## config.mk

```make
export PLATFORM = sky130hd
export DESIGN_NAME = gns_ctrl
export DESIGN_NICKNAME = d
export VERILOG_FILES = /design/src/hw/rtl/gns_pkg.sv /design/src/hw/rtl/gns_ctrl.sv
export SDC_FILE = /design/constraint.sdc
export NUM_CORES = 1
export LEC_CHECK = 0
export ABC_AREA = 1
export BUFFER_PORTS_ARGS = -buffer_cell sky130_fd_sc_hd__buf_2
export CAP_MARGIN = 20
export CORE_AREA = 2 2 39 41
export DETAILED_ROUTE_END_ITERATION = 6
export DIE_AREA = 0 0 41 43
export GPL_ROUTABILITY_DRIVEN = 0
export MAX_ROUTING_LAYER = met4
export PLACE_DENSITY = 0.54
export RECOVER_POWER = 25
export SLEW_MARGIN = 15
export SYNTH_ARGS = -nofsm -noshare
export SYNTH_HDL_FRONTEND = slang
export SYNTH_SLANG_ARGS = --single-unit
```

## constraint.sdc

```tcl
create_clock -name clock -period 1.4 [get_ports clock]
set_input_delay 0.21 -clock clock [delete_from_list [all_inputs] [get_ports clock]]
set_output_delay 0.21 -clock clock [all_outputs]
set_load 0.1 [all_outputs]
```

## src/hw/rtl/gns_pkg.sv

```systemverilog
// Shared types, codes and constants for the grid neighbour smoothing block.
`timescale 1ns / 1ps
`default_nettype none
package gns_pkg;

   localparam logic [1:0] OP_LOAD  = 2'd0;
   localparam logic [1:0] OP_SWEEP = 2'd1;
   localparam logic [1:0] OP_READ  = 2'd2;

   localparam logic KIND_READ = 1'b0;
   localparam logic KIND_DONE = 1'b1;

   localparam int SAMPLE_W = 16;
   localparam int COORD_W  = 6;
   localparam int FACTOR_W = 9;
   localparam int SUM_W    = 19;
   localparam int RECIP_W  = 19;
   localparam int RECIP_SH = 20;
   localparam int PROD_W   = SUM_W + RECIP_W;
   localparam int BLEND_W  = FACTOR_W + 1 + SAMPLE_W;
   localparam logic [FACTOR_W-1:0] ONE_Q8 = 9'd256;
   localparam logic [FACTOR_W-1:0] FACTOR_RESET = 9'd128;

   typedef enum logic [3:0] {
      ST_IDLE,
      ST_RD_OUT,
      ST_SW_ISSUE,
      ST_SW_DRAIN,
      ST_SW_DIV,
      ST_SW_BLEND,
      ST_SW_WRITE,
      ST_SW_DONE
   } state_type;

   typedef struct packed {
      logic accept;
      logic issue;
      logic div;
      logic blend;
      logic write_cell;
      logic out_read;
      logic out_done;
   } cmd_type;

   typedef struct packed {
      logic [1:0] op;
      logic       last_tap;
      logic       last_cell;
      logic       out_free;
   } status_type;

   // Reciprocal of the neighbour count, scaled by 2**RECIP_SH and rounded up.
   function automatic logic [RECIP_W-1:0] recip(input logic [3:0] cnt);
      logic [RECIP_W-1:0] r;
      case (cnt)
         4'd3:    r = 19'd349526;
         4'd5:    r = 19'd209716;
         4'd8:    r = 19'd131072;
         default: r = 19'd0;
      endcase
      return r;
   endfunction

endpackage
`default_nettype wire

```

## src/hw/rtl/gns_ctrl.sv

```systemverilog
// Sequencer for loads, reads and the in-place smoothing sweep.
`timescale 1ns / 1ps
`default_nettype none
module gns_ctrl (
   input  wire                  clock,
   input  wire                  reset,
   input  wire                  req_tvalid,
   output logic                 req_tready,
   input  gns_pkg::status_type  status,
   output gns_pkg::cmd_type     cmd
);

   gns_pkg::state_type state_ff, state_in;

   always_ff @(posedge clock) begin
      if (reset) begin
         state_ff <= gns_pkg::ST_IDLE;
      end else begin
         state_ff <= state_in;
      end
   end

   always_comb begin
      state_in = state_ff;
      case (state_ff)
         gns_pkg::ST_IDLE: begin
            if (req_tvalid) begin
               if (status.op == gns_pkg::OP_READ) begin
                  state_in = gns_pkg::ST_RD_OUT;
               end else if (status.op == gns_pkg::OP_SWEEP) begin
                  state_in = gns_pkg::ST_SW_ISSUE;
               end
            end
         end
         gns_pkg::ST_RD_OUT: begin
            if (status.out_free) state_in = gns_pkg::ST_IDLE;
         end
         gns_pkg::ST_SW_ISSUE: begin
            if (status.last_tap) state_in = gns_pkg::ST_SW_DRAIN;
         end
         gns_pkg::ST_SW_DRAIN: state_in = gns_pkg::ST_SW_DIV;
         gns_pkg::ST_SW_DIV:   state_in = gns_pkg::ST_SW_BLEND;
         gns_pkg::ST_SW_BLEND: state_in = gns_pkg::ST_SW_WRITE;
         gns_pkg::ST_SW_WRITE: begin
            state_in = status.last_cell ? gns_pkg::ST_SW_DONE : gns_pkg::ST_SW_ISSUE;
         end
         gns_pkg::ST_SW_DONE: begin
            if (status.out_free) state_in = gns_pkg::ST_IDLE;
         end
         default: state_in = gns_pkg::ST_IDLE;
      endcase
   end

   always_comb begin
      req_tready     = (state_ff == gns_pkg::ST_IDLE);
      cmd.accept     = (state_ff == gns_pkg::ST_IDLE) && req_tvalid;
      cmd.issue      = (state_ff == gns_pkg::ST_SW_ISSUE);
      cmd.div        = (state_ff == gns_pkg::ST_SW_DIV);
      cmd.blend      = (state_ff == gns_pkg::ST_SW_BLEND);
      cmd.write_cell = (state_ff == gns_pkg::ST_SW_WRITE);
      cmd.out_read   = (state_ff == gns_pkg::ST_RD_OUT) && status.out_free;
      cmd.out_done   = (state_ff == gns_pkg::ST_SW_DONE) && status.out_free;
   end

endmodule
`default_nettype wire

```

; After elaboration in Yosys (flattened, before gate mapping)
; Index checks and enable logic that the tools add are counted.
[totals]
latchBits = 0
regBits = 4
rom_bits = 0
n_memories = 0
input_bits = 8
mem_bits_rw = 0
[op_classes]
n_div = 0
muxes = 7
n_lt_le_gt_ge = 0
mul = 0
n_shift = 0
add_sub_neg = 0
bitwise_logic = 0
reduce_logical = 6
n_eq_ne = 13
[op_table]
columns = op, count
row1 = 4-bit one-hot mux with 7 select lines, 1
row2 = 4-bit 2-to-1 mux, 5
row3 = "4-bit by 3-bit equality test with 1-bit output, second input constant", 4
row4 = "4-bit by 2-bit equality test with 1-bit output, second input constant", 2
row5 = "4-bit by 1-bit equality test with 1-bit output, second input constant", 1
row6 = 4-bit logical NOT, 1
row7 = "2-bit inequality test, second input constant", 2
row8 = 4-bit AND reduction, 1
row9 = 1-bit logical AND, 3
row10 = 3-bit 2-to-1 mux, 1
row11 = "3-bit by 1-bit inequality test with 1-bit output, second input constant", 1
row12 = "2-bit by 1-bit equality test with 1-bit output, second input constant", 1
row13 = "2-bit equality test, second input constant", 1
row14 = "2-bit by 1-bit inequality test with 1-bit output, second input constant", 1
row15 = 2-bit OR reduction, 1

; Longest topological paths before layout
[depth]
depth_word = 5
ltp_mapped = 8

; Worst setup path before layout
; OpenSTA, ideal clock, no wires.
[synth_path]
path_type = reg-to-output
from = register state_ff[2]
to = output port cmd[0] (netlist name)
t_required_ns = 1.190
path_buffers = 0
arrival_time_ns = 3.465
path_slack_ns = -2.275
path_stages_with_launch = 3
path_cell_list = dfxtp_1 -> inv_2 -> nor4_1
[synth_lines]
columns = element, line_no
row1 = start: declaration, gns_ctrl.sv:13  ; gns_pkg::state_type state_ff, state_in;
row2 = start signal: assignment, gns_ctrl.sv:17  ; state_ff <= gns_pkg::ST_IDLE;
row3 = start signal: assignment, gns_ctrl.sv:19  ; state_ff <= state_in;
row4 = end: declaration, gns_ctrl.sv:10  ; output gns_pkg::cmd_type cmd

==> results.sh <==
export IMPL_hold_viol_final=0
export IMPL_ys_top_cells_by_count="nand2_1, inv_1, nor2_1, nand3_1"
export IMPL_max_slew_margin_pct=82.0
export IMPL_synth_async_reset_ratio_pct=0
export IMPL_largestRegisters="state_ff (3)"
export IMPL_outcome="finished with violations"
export IMPL_worstMarginPinSlew_ns=0.268
export IMPL_yosysUniqueCellTypes=14
export IMPL_rows=14
export IMPL_rsz0062_at_grt="yes"
export IMPL_setup_tns_ns=-0.0175
export IMPL_via_count=430
export IMPL_drt_initial_drc_count=2
export IMPL_area_delta_synth_final_pct=110
export IMPL_htreeDepth=1
export IMPL_synthTopCellsByArea="dfxtp_1, nand2_1, inv_1"
export IMPL_clk_latency_ns=0.23
export IMPL_hold_slack_ns=0.229
export IMPL_gr_total_overflow=0
export IMPL_cp_top_family="flip-flops"
export IMPL_syn_num_nets=66
export IMPL_end_kind="output port"
export IMPL_grt_pass1_vias=382
export IMPL_path_cells="inv_8 > nor4_4 > buf_12"
export IMPL_wl_um=883
export IMPL_drive_gt1_share_pct=51.8
export IMPL_finalCriticalPeriod_ns=1.42
export IMPL_dr_pass1_iters=2
export IMPL_via_per_inst=4.34
export IMPL_drc=0
export IMPL_cp_arrival_ns=1.21
export IMPL_worstSetupPathType="flip-flop to output port"
export IMPL_portBuffers=15
export IMPL_violations="setup timing"
export IMPL_worstPathRequired_ns=1.19
export IMPL_start_util_pct=23.4
export IMPL_cts_inserted_buffers=3
export IMPL_regMostFlops="state_ff"
export IMPL_clock_fmax_mhz=705
export IMPL_slowest_delay_ns=0.39
export IMPL_clock_path_buffers=2
export IMPL_max_cap_viol_count=0
export IMPL_nets=92
export IMPL_post_synth_top_count_cell="nand2_1"
export IMPL_avgSynthCellArea_um2=5.59
export IMPL_setup_slack_ns=-0.0175
export IMPL_syn_inst=58
export IMPL_die_w_um=41
export IMPL_n_antenna_cell=0
export IMPL_die_h_um=43
export IMPL_clkSlewWorstSetupHoldPaths_ns=0.03
export IMPL_yosysSeqAreaShare_pct=18.5
export IMPL_path_max_fanout=6
export IMPL_hold_buffers=0
export IMPL_crit_cells=3
export IMPL_fin_skew_ns=0.00234
export IMPL_antenna_found_initial=0
export IMPL_grt_max_degree=9
export IMPL_drv_slew=0
export IMPL_min_path_type="primary input to flip-flop"
export IMPL_cts_sinks=3
export IMPL_synth_top_area_share_pct=18.5
export IMPL_r2r_slack_ns=0.19
export IMPL_root_buffer="clkbuf_4"
export IMPL_synth_seq_cells=3
export IMPL_grtUsageTotal_pct=12.1
export IMPL_worst_path_buf_inv=2
export IMPL_ant_nets=0
export IMPL_design_die_area_um2=1760
export IMPL_cts_tree="done"
export IMPL_dp_hpwl_um=700
export IMPL_io_pins=16
export IMPL_worst_setup_path_start_kind="flip-flop"
export IMPL_ys_warn_count=0
export IMPL_setup_violations_final=1
export IMPL_coreArea_um2=1380
export IMPL_synth_edf_count=0
export IMPL_synth_top_area_cell="dfxtp_1"
export IMPL_whs_path_depth=4
export IMPL_wl_per_cell_um=8.92
export IMPL_grt_first_pass_wirelength_um=1480
export IMPL_period_share_pct=101
export IMPL_crit_slowest_cell="dfxtp_4"
export IMPL_largest_reg_flops=3
export IMPL_synth_ff_type="dfxtp_1"
export IMPL_synthesis_area_um2=324
export IMPL_r2r_cells=7
==> metal layers <==
layer | track usage, % | up-vias | wire (um)
li1 | - | 234 | -
met1 | 16.7 | 185 | 412
met2 | 17.8 | 9 | 435
met3 | 0 | 2 | 24
met4 | 6.00 | 0 | 10
met5 | - | - | 0
==> cells in the final DEF (no fill, tap or decap) <==
| cell | count |
|---|---|
| nor4_4 | 2 |
| inv_8 | 1 |
| clkbuf_1 | 1 |
| nor2_4 | 3 |
| inv_1 | 10 |
| nand4_2 | 1 |
| nand4_1 | 2 |
| inv_6 | 1 |
| nand2_2 | 2 |
| o211ai_1 | 1 |
| buf_2 | 7 |
| nand2_1 | 12 |
| buf_12 | 8 |
| nor2_2 | 1 |
| inv_2 | 3 |
| dfxtp_4 | 3 |
| nand3_2 | 2 |
| clkbuf_4 | 3 |
| nand3_1 | 6 |
| a21oi_1 | 2 |
| buf_4 | 6 |
| nor2_1 | 6 |
==> path summary, 6_finish.rpt <==
| check | from | endpoint |
|---|---|---|
| hold reg to reg | state_ff[1]$_SDFFE_PP0P_ | state_ff[1]$_SDFFE_PP0P_ |
| hold / removal | reset | state_ff[1]$_SDFFE_PP0P_ |
| setup reg to reg | state_ff[2]$_SDFFE_PP0P_ | state_ff[1]$_SDFFE_PP0P_ |
| setup / recovery | state_ff[1]$_SDFFE_PP0P_ | cmd[0] |
==> cell type report <==
| class | count | area [um2] |
|---|---|---|
| clock buffers | 4 | 26.3 |
| fillers | 147 | 702 |
| inverters | 15 | 68.8 |
| multi-input cells | 40 | 255 |
| flip-flops and latches | 3 | 71.3 |
| well taps | 16 | 20.0 |
| repair buffers | 21 | 240 |
==> kinds of logic after synthesis <==
logic type | count (synthesis) | share of synthesized area, %
DFF | 3 | 18.5
and+or+nand+nor | 37 | 58.7
AOI/OAI and AO/OA | 3 | 5.41
buffers and inverters | 15 | 17.4
==> what timing repair did <==
item / CTS / global route
pin swaps: 2 / 2
buffers inserted: 2 / 4
gates resized for setup: 3 / 3
endpoints found under the setup margin: 4 / 6
==> worst reg2reg max path, cell delays in order (launching register included) <==
cell and delay [ns]:
dfxtp_4 0.37, nor2_4 0.15, buf_4 0.14, nand3_1 0.08
nor2_1 0.13, nor2_2 0.06, a21oi_1 0.12, nor2_1 0.05
==> through the flow <==
step | cells | setup WS [ns] | utilization [%] | cell area (um2)
5_1_grt | 99 | -0.0474 | 49.3 | 682
3_5_place_dp | 89 | 0.199 | 43.2 | 598
4_1_cts | 95 | -0.0327 | 46.7 | 647
2_1_floorplan | 58 | -0.350 | - | 383
6_report | 99 | -0.0175 | 49.3 | 682
3_3_place_gp | 89 | 0.211 | 43.2 | 598
Power is left out: the tool's default activity adds up to more than one toggle a clock period on the data nets, which glitch-free logic cannot reach.
